$ cat src/sv/crc_framed_reply_matcher_macros.svh
// ----------------------------------------------------------------------------
// Assertion macros for the CRC framed reply matcher
// Concurrent checks on clk with arst_n as the disable condition.
// ----------------------------------------------------------------------------
`ifndef CRC_FRAMED_REPLY_MATCHER_MACROS_SVH
`define CRC_FRAMED_REPLY_MATCHER_MACROS_SVH

`ifndef SYNTHESIS

`define CFRM_ASSERT_IMP(lbl, ante, cons, msg) \
	lbl: assert property (@(posedge clk) disable iff (!arst_n) (ante) |-> (cons)) \
		else $error(msg);

`define CFRM_ASSERT_NXT(lbl, ante, cons, msg) \
	lbl: assert property (@(posedge clk) disable iff (!arst_n) (ante) |=> (cons)) \
		else $error(msg);

`else

`define CFRM_ASSERT_IMP(lbl, ante, cons, msg)

`define CFRM_ASSERT_NXT(lbl, ante, cons, msg)

`endif

`endif

$ cat src/sv/cfrm_pkg.sv
// ----------------------------------------------------------------------------
// CRC framed reply matcher package
// Transfer types, request and status codes, CRC-16 byte step.
// ----------------------------------------------------------------------------
package cfrm_pkg;

	localparam logic [1:0] REQ_ARM  = 2'd0;
	localparam logic [1:0] REQ_BYTE = 2'd1;
	localparam logic [1:0] REQ_READ = 2'd2;

	localparam logic [1:0] STAT_NONE   = 2'd0;
	localparam logic [1:0] STAT_ACCEPT = 2'd1;
	localparam logic [1:0] STAT_ERROR  = 2'd2;

	localparam logic [15:0] CRC_POLY = 16'hA001;
	localparam logic [15:0] CRC_INIT = 16'hFFFF;

	localparam int MIN_FRAME   = 10;
	localparam int ERR_FRAME   = 11;
	localparam int FN_POS      = 4;
	localparam int ADDR1_POS   = 5;
	localparam int ERRCODE_POS = 6;
	localparam int ADDR3_POS   = 7;
	localparam int ID_LO_BACK  = 4;
	localparam int ID_HI_BACK  = 3;
	localparam logic [3:0] BCD_MAX = 4'd9;

	typedef struct packed {
		logic [1:0]  req_type;
		logic [7:0]  rx_byte;
		logic        discovery_mode;
		logic [7:0]  expected_fn;
		logic [15:0] expected_id;
		logic [7:0]  read_index;
	} req_t;

	typedef struct packed {
		logic [1:0]  status;
		logic [8:0]  frame_len;
		logic [7:0]  error_code;
		logic [26:0] meter_address;
		logic [31:0] addr_word;
		logic [7:0]  read_data;
	} rsp_t;

	function automatic logic [15:0] crc16_byte(input logic [15:0] crc, input logic [7:0] b);
		logic [15:0] c;
		c = crc ^ {8'h00, b};
		for (int i = 0; i < 8; i++) begin
			c = c[0] ? ((c >> 1) ^ CRC_POLY) : (c >> 1);
		end
		return c;
	endfunction

endpackage

$ cat src/sv/cfrm_window_ram.sv
// ----------------------------------------------------------------------------
// Receive window memory
// One write port, one read port, registered read data.
// ----------------------------------------------------------------------------
module cfrm_window_ram #(
	parameter int DEPTH = 256,
	parameter int AW    = 8
) (
	input  logic          clk,
	input  logic          we,
	input  logic [AW-1:0] waddr,
	input  logic [7:0]    wdata,
	input  logic [AW-1:0] raddr,
	output logic [7:0]    rdata
);

	logic [7:0] mem [DEPTH];

	always_ff @(posedge clk) begin
		if (we) begin
			mem[waddr] <= wdata;
		end
	end

	always_ff @(posedge clk) begin
		rdata <= mem[raddr];
	end

endmodule

$ cat src/sv/crc_framed_reply_matcher.sv
// ----------------------------------------------------------------------------
// CRC framed reply matcher
// Collects received bytes in a sliding window and tests the whole window
// for a CRC-16 framed data, error or discovery reply as bytes arrive.
// ----------------------------------------------------------------------------
// Channel   Ports                  Transfer
// request   start, busy, item      rising edge with start high and busy low
// result    done, result           rising edge that ends the cycle done is high
//
// After reset the window memory is zeroed, one entry a cycle, with busy high.
// A byte that leaves a window of MIN_FRAME bytes or more (exactly MIN_FRAME
// in discovery mode) starts a scan: the bytes stream one a cycle from the
// single memory read port through the CRC byte step. Other bytes, arm and
// unused requests give their result in the next cycle. The receiver cannot
// stall: done is high for exactly one cycle per request.
// ----------------------------------------------------------------------------
`include "crc_framed_reply_matcher_macros.svh"

module crc_framed_reply_matcher #(
	parameter int BUF_DEPTH = 256
) (
	input  logic           clk,
	input  logic           arst_n,
	input  logic           start,
	input  cfrm_pkg::req_t item,
	output logic           busy,
	output logic           done,
	output cfrm_pkg::rsp_t result
);

	localparam int AW = $clog2(BUF_DEPTH);
	localparam int CW = $clog2(BUF_DEPTH + 1);
	localparam logic [AW:0]   DEPTH_W = (AW + 1)'(BUF_DEPTH);
	localparam logic [CW-1:0] DEPTH_C = CW'(BUF_DEPTH);
	localparam logic [AW-1:0] LAST_A  = AW'(BUF_DEPTH - 1);

	typedef enum logic [4:0] {
		ST_CLEAR = 5'b00001,
		ST_IDLE  = 5'b00010,
		ST_SCAN  = 5'b00100,
		ST_EVAL  = 5'b01000,
		ST_READ  = 5'b10000
	} state_t;

	state_t         state_q;
	logic [AW-1:0]  head_q;
	logic [AW-1:0]  clr_q;
	logic [CW-1:0]  count_q;
	logic [CW-1:0]  n_q;
	logic [CW-1:0]  iss_q;
	logic           mode_q;
	logic [7:0]     fn_q;
	logic [15:0]    id_q;
	logic [15:0]    crc_q;
	logic [7:0]     b4_q, b5_q, b6_q, b7_q, idl_q, idh_q;
	logic [26:0]    acc_q;
	logic           bcd_ok_q;
	logic           rd_ok_q;
	logic           dat_v_s1;
	logic [CW-1:0]  dat_idx_s1;
	logic           done_q;
	cfrm_pkg::rsp_t rsp_q;

	logic           take;
	logic           full;
	logic           idx_ok;
	logic [AW-1:0]  off;
	logic [AW:0]    sum;
	logic [AW-1:0]  phys;
	logic [CW-1:0]  n_new;
	logic           need_scan;
	logic           ram_we;
	logic [AW-1:0]  ram_waddr;
	logic [7:0]     ram_wdata;
	logic [7:0]     ram_rdata;
	logic           last;
	logic [3:0]     dig_hi, dig_lo;
	logic           crc_good;
	logic           err_frame;
	logic           accept;
	logic           done_nx;
	cfrm_pkg::rsp_t rsp_nx;

	assign take   = start && (state_q == ST_IDLE);
	assign busy   = (state_q != ST_IDLE);
	assign done   = done_q;
	assign result = rsp_q;

	assign full   = (count_q == DEPTH_C);
	assign idx_ok = (32'(item.read_index) < 32'(BUF_DEPTH));
	assign n_new  = full ? DEPTH_C : count_q + CW'(1);
	assign need_scan = mode_q ? (n_new == CW'(cfrm_pkg::MIN_FRAME))
	                          : (n_new >= CW'(cfrm_pkg::MIN_FRAME));

	always_comb begin
		if (state_q == ST_SCAN) begin
			off = AW'(iss_q);
		end else if (item.req_type == cfrm_pkg::REQ_READ) begin
			off = AW'(item.read_index);
		end else if (full) begin
			off = '0;
		end else begin
			off = AW'(count_q);
		end
	end

	assign sum  = {1'b0, head_q} + {1'b0, off};
	assign phys = (sum >= DEPTH_W) ? AW'(sum - DEPTH_W) : AW'(sum);

	assign ram_we    = (state_q == ST_CLEAR) || (take && item.req_type == cfrm_pkg::REQ_BYTE);
	assign ram_waddr = (state_q == ST_CLEAR) ? clr_q : phys;
	assign ram_wdata = (state_q == ST_CLEAR) ? 8'h00 : item.rx_byte;

	cfrm_window_ram #(
		.DEPTH (BUF_DEPTH),
		.AW    (AW)
	) u_ram (
		.clk   (clk),
		.we    (ram_we),
		.waddr (ram_waddr),
		.wdata (ram_wdata),
		.raddr (phys),
		.rdata (ram_rdata)
	);

	assign last   = dat_v_s1 && (dat_idx_s1 == n_q - CW'(1));
	assign dig_hi = ram_rdata[7:4];
	assign dig_lo = ram_rdata[3:0];

	assign crc_good  = (crc_q == 16'h0000);
	assign err_frame = !mode_q && crc_good && (n_q == CW'(cfrm_pkg::ERR_FRAME)) && (b4_q == 8'h00);
	assign accept    = mode_q ? (crc_good && bcd_ok_q)
	                          : (crc_good && !err_frame && (b4_q == fn_q) && ({idh_q, idl_q} == id_q));

	always_comb begin
		done_nx = 1'b0;
		rsp_nx  = '0;
		case (state_q)
			ST_IDLE: begin
				done_nx = take && (item.req_type != cfrm_pkg::REQ_READ) &&
				          !((item.req_type == cfrm_pkg::REQ_BYTE) && need_scan);
			end
			ST_EVAL: begin
				done_nx = 1'b1;
				if (accept) begin
					rsp_nx.status    = cfrm_pkg::STAT_ACCEPT;
					rsp_nx.frame_len = 9'(n_q);
					if (mode_q) begin
						rsp_nx.meter_address = acc_q;
						rsp_nx.addr_word     = {b7_q, b6_q, b5_q, b4_q};
					end
				end else if (err_frame) begin
					rsp_nx.status     = cfrm_pkg::STAT_ERROR;
					rsp_nx.error_code = b6_q;
				end
			end
			ST_READ: begin
				done_nx          = 1'b1;
				rsp_nx.read_data = rd_ok_q ? ram_rdata : 8'h00;
			end
			default: ;
		endcase
	end

	always_ff @(posedge clk or negedge arst_n) begin
		if (!arst_n) begin
			state_q    <= ST_CLEAR;
			head_q     <= '0;
			clr_q      <= '0;
			count_q    <= '0;
			n_q        <= '0;
			iss_q      <= '0;
			mode_q     <= 1'b0;
			fn_q       <= '0;
			id_q       <= '0;
			crc_q      <= cfrm_pkg::CRC_INIT;
			b4_q       <= '0;
			b5_q       <= '0;
			b6_q       <= '0;
			b7_q       <= '0;
			idl_q      <= '0;
			idh_q      <= '0;
			acc_q      <= '0;
			bcd_ok_q   <= 1'b0;
			rd_ok_q    <= 1'b0;
			dat_v_s1   <= 1'b0;
			dat_idx_s1 <= '0;
			done_q     <= 1'b0;
			rsp_q      <= '0;
		end else begin
			done_q <= done_nx;
			if (done_nx) begin
				rsp_q <= rsp_nx;
			end
			case (state_q)
				ST_CLEAR: begin
					clr_q <= clr_q + AW'(1);
					if (clr_q == LAST_A) begin
						state_q <= ST_IDLE;
					end
				end
				ST_IDLE: begin
					if (take) begin
						case (item.req_type)
							cfrm_pkg::REQ_ARM: begin
								count_q <= '0;
								mode_q  <= item.discovery_mode;
								fn_q    <= item.expected_fn;
								id_q    <= item.expected_id;
							end
							cfrm_pkg::REQ_BYTE: begin
								count_q <= n_new;
								n_q     <= n_new;
								if (full) begin
									head_q <= (head_q == LAST_A) ? '0 : head_q + AW'(1);
								end
								if (need_scan) begin
									state_q  <= ST_SCAN;
									iss_q    <= '0;
									crc_q    <= cfrm_pkg::CRC_INIT;
									acc_q    <= '0;
									bcd_ok_q <= 1'b1;
								end
							end
							cfrm_pkg::REQ_READ: begin
								rd_ok_q <= idx_ok;
								state_q <= ST_READ;
							end
							default: ;
						endcase
					end
				end
				ST_SCAN: begin
					if (iss_q != n_q) begin
						iss_q      <= iss_q + CW'(1);
						dat_v_s1   <= 1'b1;
						dat_idx_s1 <= iss_q;
					end else begin
						dat_v_s1 <= 1'b0;
					end
					if (dat_v_s1) begin
						crc_q <= cfrm_pkg::crc16_byte(crc_q, ram_rdata);
						if (dat_idx_s1 == CW'(cfrm_pkg::FN_POS))      b4_q <= ram_rdata;
						if (dat_idx_s1 == CW'(cfrm_pkg::ADDR1_POS))   b5_q <= ram_rdata;
						if (dat_idx_s1 == CW'(cfrm_pkg::ERRCODE_POS)) b6_q <= ram_rdata;
						if (dat_idx_s1 == CW'(cfrm_pkg::ADDR3_POS))   b7_q <= ram_rdata;
						if (dat_idx_s1 == n_q - CW'(cfrm_pkg::ID_LO_BACK)) idl_q <= ram_rdata;
						if (dat_idx_s1 == n_q - CW'(cfrm_pkg::ID_HI_BACK)) idh_q <= ram_rdata;
						if (dat_idx_s1 >= CW'(cfrm_pkg::FN_POS) &&
						    dat_idx_s1 <= CW'(cfrm_pkg::ADDR3_POS)) begin
							acc_q <= 27'(acc_q * 27'd100) + 27'(27'(dig_hi) * 27'd10) + 27'(dig_lo);
							if (dig_hi > cfrm_pkg::BCD_MAX || dig_lo > cfrm_pkg::BCD_MAX) begin
								bcd_ok_q <= 1'b0;
							end
						end
					end
					if (last) begin
						state_q <= ST_EVAL;
					end
				end
				ST_EVAL: begin
					if (accept) begin
						count_q <= '0;
					end
					state_q <= ST_IDLE;
				end
				ST_READ: begin
					state_q <= ST_IDLE;
				end
				default: begin
					state_q <= ST_IDLE;
				end
			endcase
		end
	end

	`CFRM_ASSERT_NXT(a_take_answers, take, done_q || busy, "accepted request neither answered nor busy")
	`CFRM_ASSERT_NXT(a_eval_done, state_q == ST_EVAL, done_q && state_q == ST_IDLE, "evaluation gave no result")
	`CFRM_ASSERT_IMP(a_accept_clears, done_q && rsp_q.status == cfrm_pkg::STAT_ACCEPT, count_q == '0, "count not cleared on accepted frame")
	`CFRM_ASSERT_IMP(a_data_in_scan, dat_v_s1, state_q == ST_SCAN, "window data outside scan")
	`CFRM_ASSERT_IMP(a_count_bound, state_q == ST_IDLE, count_q <= DEPTH_C, "byte count beyond window depth")

endmodule
$ cat config.mk
export PLATFORM = sky130hd
export DESIGN_NAME = crc_framed_reply_matcher
export DESIGN_NICKNAME = d
export VERILOG_FILES = /design/src/sv/cfrm_pkg.sv /design/src/sv/cfrm_window_ram.sv /design/src/sv/crc_framed_reply_matcher.sv
export VERILOG_INCLUDE_DIRS = /design/src /design/src/sv
export SDC_FILE = /design/constraint.sdc
export NUM_CORES = 2
export LEC_CHECK = 0
export BUFFER_PORTS_ARGS = -buffer_cell sky130_fd_sc_hd__buf_4
export CAP_MARGIN = 20
export CORE_MARGIN = 8
export CORE_UTILIZATION = 30
export DETAILED_ROUTE_END_ITERATION = 7
export HOLD_SLACK_MARGIN = 0.1
export SYNTH_ARGS = -nofsm -noshare
export SYNTH_HDL_FRONTEND = slang
export SYNTH_SLANG_ARGS = --single-unit
$ cat constraint.sdc
create_clock -name clk -period 13.8 [get_ports clk]
set_clock_uncertainty 0.05 [all_clocks]
set_input_delay 2.07 -clock clk [delete_from_list [all_inputs] [get_ports clk]]
set_output_delay 2.07 -clock clk [all_outputs]
set_load 0.01 [all_outputs]
# Word level (Yosys, flattened, before mapping)
# Memories as Yosys holds them, arrays and structs flattened. A register that Yosys moved wholly into a read port is not among the register bits.
# Cells that the tools add are included.
[op_classes]
addsub = 11
n_eq_ne = 37
n_mul = 2
n_lt_le_gt_ge = 6
mux = 65
bitwise = 9
n_reduce_logical = 42
[op_table]
columns = ["operator", "n"]
rows = [
  ["$mux 16", 12],
  ["$mux 27", 5],
  ["$mux 59", 2],
  ["$mux 8", 11],
  ["$mux 78", 1],
  ["$mux 9", 8],
  ["$pmux 27 s2", 1],
  ["$pmux 9 s2", 3],
  ["$eq 9x3->1 const B", 4],
  ["$pmux 16 s2", 1],
  ["$add 27x4->27", 1],
  ["$add 27x8->27", 1],
  ["$eq 9x9->1", 3],
  ["$mul 27x5->25 const B", 1],
  ["$reduce_and 3->1", 9],
  ["$not 2->3", 8],
  ["$mux 5", 4],
  ["$add 9x1->9 const B", 2],
  ["$eq 9x4->1 const B", 2],
  ["$add 8x1->8 const B", 2],
  ["$eq 16x16->1", 1],
  ["$eq 8x8->1 const B", 2],
  ["$logic_not 16->1", 1],
  ["$xor 16x8->16", 1],
  ["other kinds (43)", 86],
]
[word_totals]
in_bits = 46
mem_count = 1
register_bits = 263
mem_bits_rw = 2048
word_cells = 201
[mem_list]
columns = ["memory", "words", "width", "rd", "rd_clocked_by_memory_dff", "wr", "line", "text"]
rows = [
  ["u_ram.mem", 256, 8, 1, 1, 1, "cfrm_window_ram.sv:17", "logic [7:0] mem [DEPTH];"],
]

# Depth between registers and ports, before layout
[logic_depth]
word_depth = 19
depth_mapped = 22

# Hierarchy
# From an unflattened synthesis, not the netlist that was laid out.
[hier_totals]
hier_cells = 5250
hier_area_um2 = 95138.7
[modules_own_cells]
columns = ["module", "cells_per_inst", "n_inst", "area_each_um2", "seq_area_each_um2"]
rows = [
  ["cfrm_window_ram", 3733, 1, 79556.3, 61659.1],
  ["crc_framed_reply_matcher", 1517, 1, 15582.4, 6602.6],
]

# Least setup slack after synthesis
# Ideal clock, no wire load.
[synth_timing]
kind = "input-to-reg"
from = "in item[33] (netlist bit)"
to = "mem u_ram.mem[0][0], data pin"
t_arrival_ps = 5314
t_required_ps = 12882
n_path_buf = 0
cell_stages = 1
setup_slack_ps = 7567
cell_sequence = "and2_1"
[synth_via]
elab_chain_cells = 1
[synth_lines]
columns = ["element", "line", "text"]
rows = [
  ["from (decl)", "crc_framed_reply_matcher.sv:25", "input cfrm_pkg::req_t item,"],
  ["$mux 8", "crc_framed_reply_matcher.sv:112", "assign ram_wdata = (state_q == ST_CLEAR) ? 8'h00 : item.rx_byte;"],
  ["to (decl)", "cfrm_window_ram.sv:17", ""],
]
# No other way between the ends.

# Final worst setup path
[layout_timing]
from = "in item[42] (netlist bit)"
to = "reg u_ram.rdata[2], read port of u_ram.mem"
[layout_via]
elab_chain_cells = 6
elab_cells_between_ends = 7
classes_between = "add/sub (2); order compare (1); eq/ne (1); mux (3)"
[layout_lines]
columns = ["element", "line", "text"]
rows = [
  ["$eq 2x2->1 *", "crc_framed_reply_matcher.sv:98", "end else if (item.req_type == cfrm_pkg::REQ_READ) begin"],
  ["$mux 8 *", "crc_framed_reply_matcher.sv:98", ""],
  ["$mux 8 *", "crc_framed_reply_matcher.sv:96", "if (state_q == ST_SCAN) begin"],
  ["$add 8x8->9 *", "crc_framed_reply_matcher.sv:107", "assign sum = {1'b0, head_q} + {1'b0, off};"],
  ["$sub 8x1->8 or $ge 9x9->1 (tied branches)", "crc_framed_reply_matcher.sv:108", "assign phys = (sum >= DEPTH_W) ? AW'(sum - DEPTH_W) : AW'(sum);"],
  ["$mux 8 *", "crc_framed_reply_matcher.sv:108", ""],
  ["to (decl)", "cfrm_window_ram.sv:14", "output logic [7:0] rdata"],
]
# Mark *: on every way between the ends. The rest lies on a longest branch, timed or not.
# A chain may end at the register's enable or synchronous reset.

==> impl_metrics.xml <==
<?xml version="1.0" encoding="UTF-8"?>
<metrics>
  <group name="run_status">
    <metric name="status" unit="">finished, final reports clean</metric>
  </group>
  <group name="synth">
    <metric name="mappedNetlistNets" unit="">4996</metric>
    <metric name="flip_flop_and_latch_count_after_synthesis" unit="">2319</metric>
    <metric name="synth.top_cell.area_share" unit="%">64.94</metric>
    <metric name="number_of_synthesized_flops_with_an_enable_pin" unit="">2048</metric>
    <metric name="ys.flop_type" unit="">sky130_fd_sc_hd__edfxtp_1</metric>
    <metric name="netlist-cell-type-count" unit="">81</metric>
    <metric name="post-synth-top-count-cell" unit="">sky130_fd_sc_hd__edfxtp_1</metric>
    <metric name="synth-async-reset-ratio" unit="%">11.34</metric>
    <metric name="top_cells_by_area_synth" unit="">sky130_fd_sc_hd__edfxtp_1, sky130_fd_sc_hd__mux4_2, sky130_fd_sc_hd__dfrtp_1</metric>
    <metric name="syn_inst" unit="">4831</metric>
    <metric name="syn_avg_cell_area" unit="µm²">19.60</metric>
    <metric name="synth_seq_area_share" unit="%">72.09</metric>
    <metric name="synth_largest_area_cell" unit="">sky130_fd_sc_hd__edfxtp_1</metric>
    <metric name="synth_warnings" unit="">0</metric>
    <metric name="synth.cell_area" unit="µm²">94700</metric>
    <metric name="synth.top_cells.by_count" unit="">sky130_fd_sc_hd__edfxtp_1, sky130_fd_sc_hd__mux4_2, sky130_fd_sc_hd__nor2_1</metric>
  </group>
  <group name="setup_path">
    <metric name="crit_path_end_kind" unit="">flop</metric>
    <metric name="slowest_stage" unit="">sky130_fd_sc_hd__ha_4</metric>
    <metric name="worst_setup_path_start_kind" unit="">input pin</metric>
    <metric name="critical_path_arrival" unit="ns">8.43</metric>
    <metric name="critical_path.max_fanout" unit="">49</metric>
    <metric name="timing.critical_path.buf_inv" unit="">4</metric>
    <metric name="timing.setup.critical_path_class" unit="">input pin to flop</metric>
    <metric name="cell_family_with_the_largest_share_of_critical_path_delay" unit="">multiplexers</metric>
    <metric name="crit_path_cell_trace" unit="">buf_4, nor2b_1, buf_4, nor2_1, a21oi_1, o21ai_0, ha_4, buf_4, buf_4, mux4_2, mux4_2, mux4_2, mux2i_1, o21ai_1</metric>
    <metric name="critical-path-max-stage-delay" unit="ns">0.92</metric>
    <metric name="timing.critical_path.required" unit="ns">14.45</metric>
    <metric name="worst_path_most_repeated_cell" unit="">sky130_fd_sc_hd__buf_4</metric>
  </group>
  <group name="grt">
    <metric name="groute.usage.overall" unit="%">13.69</metric>
    <metric name="grt_pass1_wl" unit="mm">341.9</metric>
    <metric name="gr-total-overflow" unit="">0</metric>
    <metric name="grt_max_degree" unit="">189</metric>
    <metric name="antenna_found_initial" unit="">12</metric>
    <metric name="grt_pass1_vias" unit="">47999</metric>
  </group>
  <group name="sta">
    <metric name="post-route-min-period" unit="ns">7.780</metric>
    <metric name="final-setup-viol-count" unit="">0</metric>
    <metric name="max_slew.worst_pin.slew" unit="ns">1.158</metric>
    <metric name="finalMaxSlewViolations" unit="">0</metric>
    <metric name="timing.setup.tns" unit="ns">0</metric>
    <metric name="max_freq" unit="GHz">0.1285</metric>
    <metric name="timing_hold_violations_final" unit="">0</metric>
    <metric name="worst_slew_margin_rel" unit="%">22.54</metric>
    <metric name="final.period_utilization" unit="%">56.37</metric>
    <metric name="grt_setup_unrepaired" unit="">false</metric>
  </group>
  <group name="cells_and_area">
    <metric name="final_nets" unit="">5258</metric>
    <metric name="nFillCells" unit="">29194</metric>
    <metric name="stdcell_count" unit="">9455</metric>
    <metric name="area_growth" unit="%">15.13</metric>
    <metric name="post_route_cells_drive_above_1_share" unit="%">27.45</metric>
  </group>
  <group name="die">
    <metric name="core" unit="µm²">314500</metric>
    <metric name="effective_utilization_at_floorplan" unit="%">30.11</metric>
    <metric name="fp.dieW" unit="µm">577.8</metric>
    <metric name="design.die.area" unit="µm²">333900</metric>
    <metric name="ioPinCount" unit="">134</metric>
    <metric name="die_height" unit="µm">577.8</metric>
    <metric name="core.rowCount" unit="">206</metric>
  </group>
  <group name="detailed_routing">
    <metric name="route.detailed.vias_per_inst" unit="">5.017</metric>
    <metric name="avgRoutedWirePerCell" unit="µm">24.75</metric>
    <metric name="drt_iter0_markers" unit="">4985</metric>
    <metric name="drc" unit="">0</metric>
    <metric name="drt_first_pass_iters" unit="">6</metric>
    <metric name="detailroute.via_count" unit="">47438</metric>
    <metric name="detail_route.wirelength" unit="mm">234.1</metric>
    <metric name="remaining_antenna_violation_count_after_routing" unit="">0</metric>
  </group>
  <group name="cts">
    <metric name="cts_root_buffer" unit="">sky130_fd_sc_hd__clkbuf_16</metric>
    <metric name="cts.sink_count" unit="">2319</metric>
    <metric name="cts_made_buffers" unit="">225</metric>
    <metric name="clk_latency_worst_skew_pair" unit="ns">0.86</metric>
    <metric name="cts_tree" unit="">done</metric>
    <metric name="clkSlewWorstSetupHoldPaths" unit="ns">0.06</metric>
    <metric name="ctsResizeCount" unit="">0</metric>
    <metric name="cts_hold_repair.buffers" unit="">0</metric>
    <metric name="cts.path.max_buffers" unit="">3</metric>
    <metric name="ctsHtreeMaxLevel" unit="">4</metric>
    <metric name="postCtsSetupRepairBufs" unit="">0</metric>
  </group>
  <group name="placed_design">
    <metric name="portBuffers" unit="">133</metric>
    <metric name="place_congestion" unit="">0.8679</metric>
    <metric name="placed_cells_incl_taps" unit="">9013</metric>
    <metric name="dpl_hpwl" unit="mm">148.4</metric>
  </group>
  <group name="power">
    <metric name="power.leakage" unit="nW">35.50</metric>
    <metric name="ir_worst_vdd" unit="µV">171.8</metric>
    <metric name="power.density" unit="nW/µm²">181.2</metric>
  </group>
  <group name="worst_hold_path">
    <metric name="hold_path.class" unit="">flop to flop</metric>
  </group>
  <group name="flow_run">
    <metric name="max_cap_violations" unit="">0</metric>
  </group>
</metrics>
==> metal layers <==
layer / global-route usage [%] / vias to the layer above / part of all wire [%]
li1: - / 20040 / -
met1: 18.76 / 25312 / 42
met2: 22.43 / 1767 / 48
met3: 2.593 / 319 / 7.2
met4: 3.667 / 0 / 2.3
met5: 0 / - / 0
==> cells in the final DEF, fill, tap and decap left out, drive strengths merged, types with 17 or more instances in the layout <==
cell type	count
nor3	35
a22o	86
a21oi	54
fa	24
dfrtp	246
o21ai	82
mux4	672
or3	17
xnor2	90
nand2	209
nor2	352
nand4	17
a31oi	22
clkbuf	266
buf	296
a21o	20
xor2	64
mux2	89
nor4	22
bufinv	28
nand3	37
inv	132
edfxtp	2048
dfstp	17
ha	95
clkinv	103
==> final cells by class <==
cell class | instances | area, µm² | area share [%]
inverters | 121 | 454.2 | 0.4166
well taps | 4160 | 5205 | 4.774
diodes | 6 | 15.01 | 0.01377
clock inverters | 157 | 1645 | 1.509
multi-input cells | 2130 | 25060 | 22.98
repair buffers | 296 | 2505 | 2.298
flip-flops and latches | 2319 | 68260 | 62.61
clock buffers | 266 | 5878 | 5.392
==> cell families after synthesis <==
family | Yosys count | share of synthesized area (%)
and+or+nand+nor | 748 | 3.445
xor gates and xnor gates | 154 | 1.432
adders and majority gates | 119 | 1.763
buffers and inverters | 382 | 1.626
AOI/OAI and AO/OA | 339 | 2.513
muxes | 770 | 17.14
DFF | 2319 | 72.09
==> worst reg2reg max path, cell delays in order, from the launching register on <==
cell and delay (ns):
sky130_fd_sc_hd__dfrtp_1 0.55, sky130_fd_sc_hd__nor4b_1 0.32, sky130_fd_sc_hd__nand3_1 0.39, sky130_fd_sc_hd__nand2_1 0.22, sky130_fd_sc_hd__nor2_1 0.06, sky130_fd_sc_hd__a21oi_1 0.19, sky130_fd_sc_hd__o21ai_0 0.20, sky130_fd_sc_hd__ha_4 0.92
sky130_fd_sc_hd__buf_4 0.87, sky130_fd_sc_hd__buf_4 0.95, sky130_fd_sc_hd__mux4_2 0.68, sky130_fd_sc_hd__mux4_2 0.54, sky130_fd_sc_hd__mux4_2 0.58, sky130_fd_sc_hd__mux2i_1 0.72, sky130_fd_sc_hd__o21ai_1 0.14
==> power by group <==
group          switching (mW)  internal (mW)  leakage [nW]
logic                    3.09           2.48          9.94
clock network            2.67           3.57          3.65
registers               0.171           7.76          21.9
total                    5.94           13.8          35.5
==> sequential cells by signal, indices dropped and copies added, names as in the netlist, 16 cells and up <==
name       flops
result        86
id_q          16
crc_q         16
u_ram.mem   2048
acc_q         27
==> worst paths after layout <==
path                             from        endpoint  slack, ns  cells after the start
max reg2reg                count_q[2]  u_ram.rdata[2]       6.27                     14
min reg2reg                   rd_ok_q         rd_ok_q       0.43                      1
min in group asynchronous      arst_n         id_q[8]       1.21                      1
min                           rd_ok_q         rd_ok_q       0.43                      1
max                          item[42]  u_ram.rdata[2]       6.02                     14
max in group asynchronous      arst_n       head_q[6]      11.14                      2
==> through the flow <==
step           worst slack, ns  power (mW)  instance area, µm²  hold slack, ns  util (%)
3_5_place_dp             4.981       13.68              101300          0.4063     32.20
6_report                 6.020       19.76              109000          0.4289     34.67
4_1_cts                  5.860       19.91              108800          0.4289     34.59
3_3_place_gp             4.977       13.63              101100          0.4070     32.14
2_1_floorplan            7.567       12.07               94700          0.3905         -
5_1_grt                  5.675       20.60              109000          0.4340     34.67
Note: power is estimated with default switching activity, not from simulation.
